==> config.mk <==
export PLATFORM = sky130hd
export DESIGN_NAME = crlf_line_framer_length_check
export DESIGN_NICKNAME = d
export VERILOG_FILES = /design/src/hw/rtl/clf_pkg.sv /design/src/hw/rtl/clf_front.sv /design/src/hw/rtl/clf_queue.sv /design/src/hw/rtl/clf_back.sv /design/src/hw/rtl/crlf_line_framer_length_check.sv
export SDC_FILE = /design/constraint.sdc
export NUM_CORES = 1
export LEC_CHECK = 0
export BUFFER_PORTS_ARGS = -buffer_cell sky130_fd_sc_hd__buf_2
export CAP_MARGIN = 10
export CORE_UTILIZATION = 57
export DETAILED_ROUTE_END_ITERATION = 6
export GPL_ROUTABILITY_DRIVEN = 0
export PLACE_DENSITY = 0.77
export SKIP_CTS_REPAIR_TIMING = 1
export SKIP_LAST_GASP = 1
export SYNTH_ARGS = -nofsm -noshare
export SYNTH_HDL_FRONTEND = slang
export SYNTH_SLANG_ARGS = --single-unit
export TNS_END_PERCENT = 100
==> constraint.sdc <==
create_clock -name clk -period 7 [get_ports clk]
set_clock_uncertainty 0.1 [all_clocks]
set_input_delay 0.35 -clock clk [delete_from_list [all_inputs] [get_ports clk]]
set_output_delay 0.35 -clock clk [all_outputs]
set_load 0.05 [all_outputs]
==> src/hw/rtl/clf_pkg.sv <==
// Shared types and constants of the CRLF line framer.
package clf_pkg;

	localparam int BYTE_W    = 8;
	localparam int CLASSIC_W = 16;
	localparam int TAG_W     = 14;
	localparam int FAULT_W   = 16;
	localparam int KIND_W    = 2;
	localparam int CFG_IDX_W = 2;
	localparam int CFG_DATA_W = 16;
	localparam int OUT_DATA_W = BYTE_W + FAULT_W;

	// Short queue between front and back
	localparam int Q_DEPTH = 4;
	localparam int Q_PTR_W = 2;
	localparam int Q_CNT_W = 3;

	// Register indexes of the configuration channel
	localparam logic [CFG_IDX_W-1:0] REG_MAX_CLASSIC = 2'd0;
	localparam logic [CFG_IDX_W-1:0] REG_MAX_TAG     = 2'd1;

	localparam logic [CLASSIC_W-1:0] MAX_CLASSIC_RST = 16'd512;
	localparam logic [TAG_W-1:0]     MAX_TAG_RST     = 14'd8191;

	// Result kinds
	typedef logic [KIND_W-1:0] kind_t;
	localparam kind_t K_BYTE     = 2'd0;
	localparam kind_t K_GOOD     = 2'd1;
	localparam kind_t K_INVALID  = 2'd2;
	localparam kind_t K_TOO_MANY = 2'd3;

	// Characters
	localparam logic [BYTE_W-1:0] CH_AT  = 8'h40;
	localparam logic [BYTE_W-1:0] CH_SP  = 8'h20;
	localparam logic [BYTE_W-1:0] CH_CR  = 8'h0D;
	localparam logic [BYTE_W-1:0] CH_LF  = 8'h0A;
	localparam logic [BYTE_W-1:0] CH_NUL = 8'h00;

	typedef struct packed {
		kind_t               kind;
		logic [BYTE_W-1:0]   line_byte;
		logic [FAULT_W-1:0]  fault_bytes;
	} res_t;

	// One queue entry: an optional flushed CR byte, then an optional main result
	typedef struct packed {
		logic has_cr;
		logic has_main;
		res_t main;
	} rec_t;

endpackage

==> src/hw/rtl/clf_front.sv <==
// Front part: per-byte line state, length checks and result classification.
module clf_front import clf_pkg::*; #(
	parameter int LENGTH_BITS = 16
) (
	input  logic                  clk,
	input  logic                  arst_n,
	input  logic                  take,
	input  logic [BYTE_W-1:0]     rx_byte,
	input  logic [CLASSIC_W-1:0]  max_classic,
	input  logic [TAG_W-1:0]      max_tag,
	output logic                  push,
	output rec_t                  rec,
	output logic                  discarding
);

	localparam int LB = LENGTH_BITS;
	localparam int CW = ((LB > CLASSIC_W) ? LB : CLASSIC_W) + 2;
	localparam logic [LB:0] LEN_FULL = {1'b0, {LB{1'b1}}};

	logic [LB-1:0] len_q, sp_q;
	logic          tagged_q, space_q, cr_q, disc_q;

	logic [LB-1:0] len_d, sp_d, len_a, sp_n;
	logic          tagged_d, space_d, cr_d, disc_d;
	logic          tag_n, space_n, new_space;
	logic          cr_flush, lf_end, too_long, line_ok;
	logic [LB:0]   sz;
	logic [CW-1:0] szc, spc, lenc, clc, tgc;
	rec_t          rec_c;

	assign cr_flush  = cr_q && (rx_byte != CH_LF);
	assign lf_end    = cr_q && (rx_byte == CH_LF);
	assign len_a     = cr_flush ? len_q + LB'(1) : len_q;
	assign sz        = {1'b0, len_a} + (LB+1)'(1);
	assign tag_n     = tagged_q || ((len_a == '0) && (rx_byte == CH_AT));
	assign new_space = !space_q && (rx_byte == CH_SP);
	assign space_n   = space_q || new_space;
	assign sp_n      = new_space ? len_a : sp_q;

	assign szc  = CW'(sz);
	assign spc  = CW'(sp_n);
	assign lenc = CW'(len_q);
	assign clc  = CW'(max_classic);
	assign tgc  = CW'(max_tag);

	// Open line check on the buffered size with the new byte
	always_comb begin
		if (sz >= LEN_FULL) begin
			too_long = 1'b1;
		end else if (!tag_n) begin
			too_long = szc >= clc;
		end else if (!space_n) begin
			too_long = szc > tgc + CW'(1);
		end else begin
			too_long = (sp_n == '0) || (spc - CW'(1) > tgc) ||
				(szc - spc - CW'(1) >= clc);
		end
	end

	// Finished line check at CR LF, uses the committed line state
	always_comb begin
		if (!tagged_q || !space_q) begin
			line_ok = lenc + CW'(2) <= clc;
		end else begin
			line_ok = (sp_q != '0) && (CW'(sp_q) - CW'(1) <= tgc) &&
				(lenc - CW'(sp_q) + CW'(1) <= clc);
		end
	end

	always_comb begin
		rec_c          = '0;
		len_d          = len_q;
		sp_d           = sp_q;
		tagged_d       = tagged_q;
		space_d        = space_q;
		cr_d           = cr_q;
		disc_d         = disc_q;
		if (disc_q) begin
			if (lf_end) begin
				disc_d = 1'b0;
				cr_d   = 1'b0;
			end else begin
				cr_d = (rx_byte == CH_CR);
			end
		end else if (lf_end) begin
			rec_c.has_main = 1'b1;
			if (line_ok) begin
				rec_c.main.kind = K_GOOD;
			end else begin
				rec_c.main.kind        = K_TOO_MANY;
				rec_c.main.fault_bytes = FAULT_W'(len_q);
			end
			len_d    = '0;
			sp_d     = '0;
			tagged_d = 1'b0;
			space_d  = 1'b0;
			cr_d     = 1'b0;
		end else begin
			rec_c.has_cr = cr_flush;
			len_d        = len_a;
			if (rx_byte == CH_NUL) begin
				rec_c.has_main         = 1'b1;
				rec_c.main.kind        = K_INVALID;
				rec_c.main.fault_bytes = FAULT_W'(sz);
				cr_d                   = 1'b0;
				disc_d                 = 1'b1;
			end else begin
				cr_d = (rx_byte == CH_CR);
				if (too_long) begin
					rec_c.has_main         = 1'b1;
					rec_c.main.kind        = K_TOO_MANY;
					rec_c.main.fault_bytes = FAULT_W'(sz);
					disc_d                 = 1'b1;
				end else if (rx_byte != CH_CR) begin
					rec_c.has_main       = 1'b1;
					rec_c.main.kind      = K_BYTE;
					rec_c.main.line_byte = rx_byte;
					len_d                = sz[LB-1:0];
					tagged_d             = tag_n;
					space_d              = space_n;
					sp_d                 = sp_n;
				end
			end
			// Any abort clears the line
			if (disc_d) begin
				len_d    = '0;
				sp_d     = '0;
				tagged_d = 1'b0;
				space_d  = 1'b0;
			end
		end
	end

	always_ff @(posedge clk or negedge arst_n) begin
		if (!arst_n) begin
			len_q    <= '0;
			sp_q     <= '0;
			tagged_q <= 1'b0;
			space_q  <= 1'b0;
			cr_q     <= 1'b0;
			disc_q   <= 1'b0;
		end else if (take) begin
			len_q    <= len_d;
			sp_q     <= sp_d;
			tagged_q <= tagged_d;
			space_q  <= space_d;
			cr_q     <= cr_d;
			disc_q   <= disc_d;
		end
	end

	assign push       = take && (rec_c.has_cr || rec_c.has_main);
	assign rec        = rec_c;
	assign discarding = disc_q;

endmodule

==> src/hw/rtl/clf_queue.sv <==
// Short queue of classified records between front and back.
module clf_queue import clf_pkg::*; (
	input  logic clk,
	input  logic arst_n,
	input  logic push,
	input  rec_t push_rec,
	input  logic pop,
	output rec_t head,
	output logic empty,
	output logic full,
	output logic [Q_CNT_W-1:0] count
);

	rec_t               mem [Q_DEPTH];
	logic [Q_PTR_W-1:0] wptr_q, rptr_q;
	logic [Q_CNT_W-1:0] cnt_q;
	logic               do_push, do_pop;

	assign empty   = (cnt_q == '0);
	assign full    = (cnt_q == Q_CNT_W'(Q_DEPTH));
	assign do_push = push && !full;
	assign do_pop  = pop && !empty;
	assign head    = mem[rptr_q];
	assign count   = cnt_q;

	always_ff @(posedge clk) begin
		if (do_push) begin
			mem[wptr_q] <= push_rec;
		end
	end

	always_ff @(posedge clk or negedge arst_n) begin
		if (!arst_n) begin
			wptr_q <= '0;
			rptr_q <= '0;
			cnt_q  <= '0;
		end else begin
			if (do_push) begin
				wptr_q <= wptr_q + Q_PTR_W'(1);
			end
			if (do_pop) begin
				rptr_q <= rptr_q + Q_PTR_W'(1);
			end
			if (do_push && !do_pop) begin
				cnt_q <= cnt_q + Q_CNT_W'(1);
			end else if (do_pop && !do_push) begin
				cnt_q <= cnt_q - Q_CNT_W'(1);
			end
		end
	end

endmodule

==> src/hw/rtl/clf_back.sv <==
// Back part: unpacks queue records into single results behind an output register.
module clf_back import clf_pkg::*; (
	input  logic                   clk,
	input  logic                   arst_n,
	input  rec_t                   head,
	input  logic                   empty,
	output logic                   pop,
	output logic                   out_valid,
	input  logic                   out_ready,
	output res_t                   out_res,
	output logic                   out_last
);

	logic valid_q, last_q, cr_done_q, load, emit_cr;
	res_t res_q;

	assign load    = !valid_q || out_ready;
	assign emit_cr = head.has_cr && !cr_done_q;
	// Pop once the last piece of the head record goes into the output register
	assign pop     = load && !empty && (!emit_cr || !head.has_main);

	always_ff @(posedge clk or negedge arst_n) begin
		if (!arst_n) begin
			valid_q   <= 1'b0;
			cr_done_q <= 1'b0;
		end else if (load) begin
			valid_q <= !empty;
			if (!empty) begin
				cr_done_q <= emit_cr && head.has_main;
			end
		end
	end

	always_ff @(posedge clk) begin
		if (load && !empty) begin
			if (emit_cr) begin
				res_q.kind        <= K_BYTE;
				res_q.line_byte   <= CH_CR;
				res_q.fault_bytes <= '0;
				last_q            <= !head.has_main;
			end else begin
				res_q  <= head.main;
				last_q <= 1'b1;
			end
		end
	end

	assign out_valid = valid_q;
	assign out_res   = res_q;
	assign out_last  = last_q;

endmodule

==> src/hw/rtl/crlf_line_framer_length_check.sv <==
// Top level of the CRLF line framer with classic and tag-section length checks.
//
//  channel   | direction | handshake                      | payload
//  ----------+-----------+--------------------------------+--------------------------------
//  s_axis    | in        | s_axis_tvalid / s_axis_tready  | tdata: rx_byte
//  m_axis    | out       | m_axis_tvalid / m_axis_tready  | tdata: line_byte, fault_bytes;
//            |           |                                | tuser: kind; tlast: last
//  cfg       | in        | cfg_valid / cfg_ready          | cfg_index, cfg_data
//
// The front classifies one byte per cycle while the queue has room and writes at most one
// record into a four-entry queue; the back drains one result per cycle. A byte that flushes
// a held CR and gives a result of its own yields the CR byte, then its own result, others
// one or none. Each result passes the queue, then the output register. Reset (arst_n low)
// clears line state, queue and output register and loads the limits with 512 and 8191. A
// stall on m_axis fills the queue; s_axis_tready drops only when the queue is full.
module crlf_line_framer_length_check import clf_pkg::*; #(
	parameter int LENGTH_BITS = 16
) (
	input  logic                   clk,
	input  logic                   arst_n,
	// rx byte stream
	input  logic                   s_axis_tvalid,
	output logic                   s_axis_tready,
	input  logic [BYTE_W-1:0]      s_axis_tdata,   // [7:0] rx_byte
	// framed results
	output logic                   m_axis_tvalid,
	input  logic                   m_axis_tready,
	output logic [OUT_DATA_W-1:0]  m_axis_tdata,   // [7:0] line_byte, [23:8] fault_bytes
	output logic [KIND_W-1:0]      m_axis_tuser,   // [1:0] kind
	output logic                   m_axis_tlast,   // last
	// limit register writes
	input  logic                   cfg_valid,
	output logic                   cfg_ready,
	input  logic [CFG_IDX_W-1:0]   cfg_index,
	input  logic [CFG_DATA_W-1:0]  cfg_data
);

	logic [CLASSIC_W-1:0] max_classic_q;
	logic [TAG_W-1:0]     max_tag_q;
	logic                 take, push, pop, q_empty, q_full, discarding;
	logic [Q_CNT_W-1:0]   q_count;
	rec_t                 push_rec, head;
	res_t                 out_res;

	// Limit registers: writes are always taken, unknown indexes drop silently
	assign cfg_ready = 1'b1;

	always_ff @(posedge clk or negedge arst_n) begin
		if (!arst_n) begin
			max_classic_q <= MAX_CLASSIC_RST;
			max_tag_q     <= MAX_TAG_RST;
		end else if (cfg_valid && cfg_ready) begin
			case (cfg_index)
				REG_MAX_CLASSIC: max_classic_q <= cfg_data[CLASSIC_W-1:0];
				REG_MAX_TAG:     max_tag_q     <= cfg_data[TAG_W-1:0];
				default: ;
			endcase
		end
	end

	// Accept a byte whenever the queue has room for its record
	assign s_axis_tready = !q_full;
	assign take          = s_axis_tvalid && s_axis_tready;

	clf_front #(
		.LENGTH_BITS (LENGTH_BITS)
	) u_front (
		.clk         (clk),
		.arst_n      (arst_n),
		.take        (take),
		.rx_byte     (s_axis_tdata),
		.max_classic (max_classic_q),
		.max_tag     (max_tag_q),
		.push        (push),
		.rec         (push_rec),
		.discarding  (discarding)
	);

	clf_queue u_queue (
		.clk      (clk),
		.arst_n   (arst_n),
		.push     (push),
		.push_rec (push_rec),
		.pop      (pop),
		.head     (head),
		.empty    (q_empty),
		.full     (q_full),
		.count    (q_count)
	);

	clf_back u_back (
		.clk       (clk),
		.arst_n    (arst_n),
		.head      (head),
		.empty     (q_empty),
		.pop       (pop),
		.out_valid (m_axis_tvalid),
		.out_ready (m_axis_tready),
		.out_res   (out_res),
		.out_last  (m_axis_tlast)
	);

	assign m_axis_tdata = {out_res.fault_bytes, out_res.line_byte};
	assign m_axis_tuser = out_res.kind;

	// A record is pushed only when the queue can hold it
	a_no_overflow: assert property (@(posedge clk) disable iff (!arst_n)
		push |-> (q_count < Q_CNT_W'(Q_DEPTH)))
		else $error("record pushed into a full queue");

	// A NUL byte on an open line starts a discard
	a_nul_discards: assert property (@(posedge clk) disable iff (!arst_n)
		(take && !discarding && (s_axis_tdata == CH_NUL)) |=> discarding)
		else $error("NUL byte did not start a discard");

	// End markers and aborts always close the results of their byte
	a_marker_last: assert property (@(posedge clk) disable iff (!arst_n)
		(m_axis_tvalid && (m_axis_tuser != K_BYTE)) |-> m_axis_tlast)
		else $error("end or abort marker without last");

	// Nothing is queued while dropping bytes
	a_quiet_discard: assert property (@(posedge clk) disable iff (!arst_n)
		(take && discarding) |-> !push)
		else $error("result produced while discarding");

endmodule
==> impl_metrics.toml <==
[outcome]
outcome = "finished with violations"
violations = "design-rule violations, negative hold slack"

[global_routing]
grt_max_degree = 46
grt.overflow.total = 0
antenna_found_initial = 1
grt_pass1_vias = 13029
track_usage_pct = 34.4
grt_pass1_wl_mm = 73.8

[yosys]
netlist_area_um2 = 15500
syn_avg_cell_area_um2 = 10.3
synth_edf_count = 139
ys_warn_count = 0
synth_nets = 1691
synthDistinctLibCells = 96
syn_inst = 1509
yosysSeqAreaShare_pct = 39.2
ys_ff_latch = 214
synth_top_flop_cell = "edfxtp_1"
async_flop_share_pct = 35.0

[sta]
hold_slack_ns = -0.00832
timing.fmax_mhz = 147
relSlewSlack_pct = 30.3
setup-tns-final_ns = 0
worst_pin_slew_ns = 1.05
finalSetupViolations = 0
period_share_pct = 97.1
post-route-min-period_ns = 6.80
finalHoldViolCount = 2
maxSlewViolCount = 0
rsz0062_at_grt = "true"
fin_ws_ns = 0.203

[setup_path]
start_kind = "register"
cp.required_ns = 7.30
critPathMaxFanout = 4
cp.arrival_ns = 7.10
crit_slowest_cell = "dfrtp_2"
worstSetupEndpointType = "register"
worst_path_most_repeated_cell = "nand2_1"
worst-path-buf-inv = 3
critPathKind = "reg2reg"
cp_slowest_stage_delay_ns = 0.48
path_delay_family = "compound AO/OA/AOI/OAI gates"

[floorplanning]
die-area_um2 = 27900
dieWidth_um = 167
dieHeight_um = 167
io_pins = 61
start_util_pct = 58.8
core.rowCount = 59
coreArea_um2 = 26400

[layout]
postLayoutCoreUtil_pct = 70.8
final_common_cell = "buf_4"
layout.nets = 1918
area_growth_pct = 20.4
mostFrequentLayoutCells = "181 x buf_4, 141 x ha_1, 139 x edfxtp_1"
final_layout_size_suffix_gt1_share_pct = 24.2

[drt]
drt_pass1_iterations = 7
drt-vias-per-instance = 6.68
drt-initial-drc-count = 1931
vias = 13939
ant_nets = 0
wirelength_mm = 49.2
route.detailed.drc = 9
detail_route.wl_per_cell_um = 23.5

[place]
port_buffers = 59
detailed_place_hpwl_mm = 36.5
dp_worst_setup_slack_ns = -0.203

[cts]
cts_tree = "yes"
cts.path.max_buffers = 3
cts_buffers = 23
clkLatencyLatePin_ns = 0.54
clkTransAtPathRegs_ns = 0.06
clock_sinks = 214
clockRootBuffer = "clkbuf_16"
cts_htree_levels = 1

[min_path]
hp-class = "in2reg"

[pwr]
peakVddDrop_mv = 0.286
p_leak_uw = 0.00777
p_per_area_nw_per_um2 = 515

[job]
max_cap_viol_count = 0
## kinds of logic after synthesis
group / synth area share (%)
xor+xnor: 7.68
flops: 39.2
other cells: 0.0242
mux: 5.89
simple gates: 15.6
fa+ha+maj: 12.3
buf+inv: 3.86
compound gates: 15.4
## metal layers
metal  share of wire (%)  wire length (um)  vias up  global-route usage (%)
li1                    -                 -     6108                       -
met1                  39             19300     6597                    46.0
met2                  43             21100      961                    52.3
met3                  11              5620      273                    7.79
met4                 6.5              3220        0                    17.8
met5                   0                 0        -                       0
## area by class of cell
type                            count  area (um^2)
Clock buffer                       25          583
Multi-Input combinational cell   1144         9160
Fill cell                        1829         7690
Sequential cell                   214         6070
Clock inverter                     16          130
Antenna cell                        1         2.50
Inverter                           90          342
Tap cell                          335          419
Timing Repair Buffer              263         1950
## flip-flops by register name, indices dropped and copies added (netlist names), 2 cells and up
register / count
u_front.len_q: 16
max_tag_q: 14
u_queue.wptr_q: 2
u_queue.rptr_q: 2
max_classic_q: 16
u_queue.count: 3
u_back.out_res: 26
u_front.sp_q: 16
u_queue.mem: 112
## cells in the mapped netlist (8+ instances only)
library cell	number	area (um^2)
mux4_2	28	631
o21a_1	15	113
and3_1	17	106
nor2_1	78	293
mux2i_1	8	80.1
and2_1	20	125
o211ai_1	9	67.6
dfrtp_1	61	1530
clkbuf_1	44	165
or2_2	10	62.6
edfxtp_1	139	4170
nor3_1	35	175
o41ai_1	12	105
a21o_1	28	210
nand4_1	29	181
xnor2_1	90	788
o31ai_1	11	82.6
dfstp_2	14	368
a21oi_1	78	390
a22o_1	15	131
mux2_2	16	180
a21boi_0	8	60.1
nand3_1	51	255
nor2b_1	35	219
nor4_1	13	81.3
xor2_1	39	342
or3_1	10	62.6
nor4b_1	9	78.8
ha_1	148	1850
inv_1	90	338
o21ai_0	68	340
a31oi_1	13	81.3
nand2_1	109	409
## final timing paths
kind,startpoint,to,slack (ns),cells after the start
worst max-delay path,u_front.len_q[1],u_queue.count[1],0.20,32
worst min-delay path,cfg_data[6],max_classic_q[6],-0.008,3
worst max register to register,u_front.len_q[1],u_queue.count[1],0.20,32
worst min register to register,u_queue.count[2],u_queue.count[2],0.40,1
max in group asynchronous,arst_n,u_queue.rptr_q[0],5.50,3
min in group asynchronous,arst_n,max_classic_q[10],0.18,2
## metrics by stage
step | std cells | hold slack, ns | total power, uW | instance area, um^2
floorplan | 1509 | -0.0456 | 6180 | 15600
global route | 2087 | 0.00948 | 10300 | 18700
finish | 2088 | -0.00832 | 9620 | 18700
detailed placement | 2018 | 0.204 | 8000 | 17400
CTS | 2059 | -0.356 | 9220 | 18100
global placement | 2018 | 0.190 | 7750 | 17400
## worst register-to-register path, delay by kind of cell, from the launching register on
family / cells / cell delay, ns
compound gates: 12 / 2.59
xor+xnor: 3 / 0.59
fa+ha+maj: 5 / 1.37
buf+inv: 3 / 0.32
flops: 1 / 0.48
mux: 1 / 0.26
simple gates: 8 / 0.93
## power breakdown
| group | switching (uW) | internal (uW) | leakage, uW | total (uW) |
|---|---|---|---|---|
| clock network | 521 | 645 | 0.000338 | 1170 |
| registers | 211 | 1750 | 0.00225 | 1960 |
| logic | 3720 | 2770 | 0.00518 | 6490 |
No activity file was read; power rests on OpenSTA's default activity.
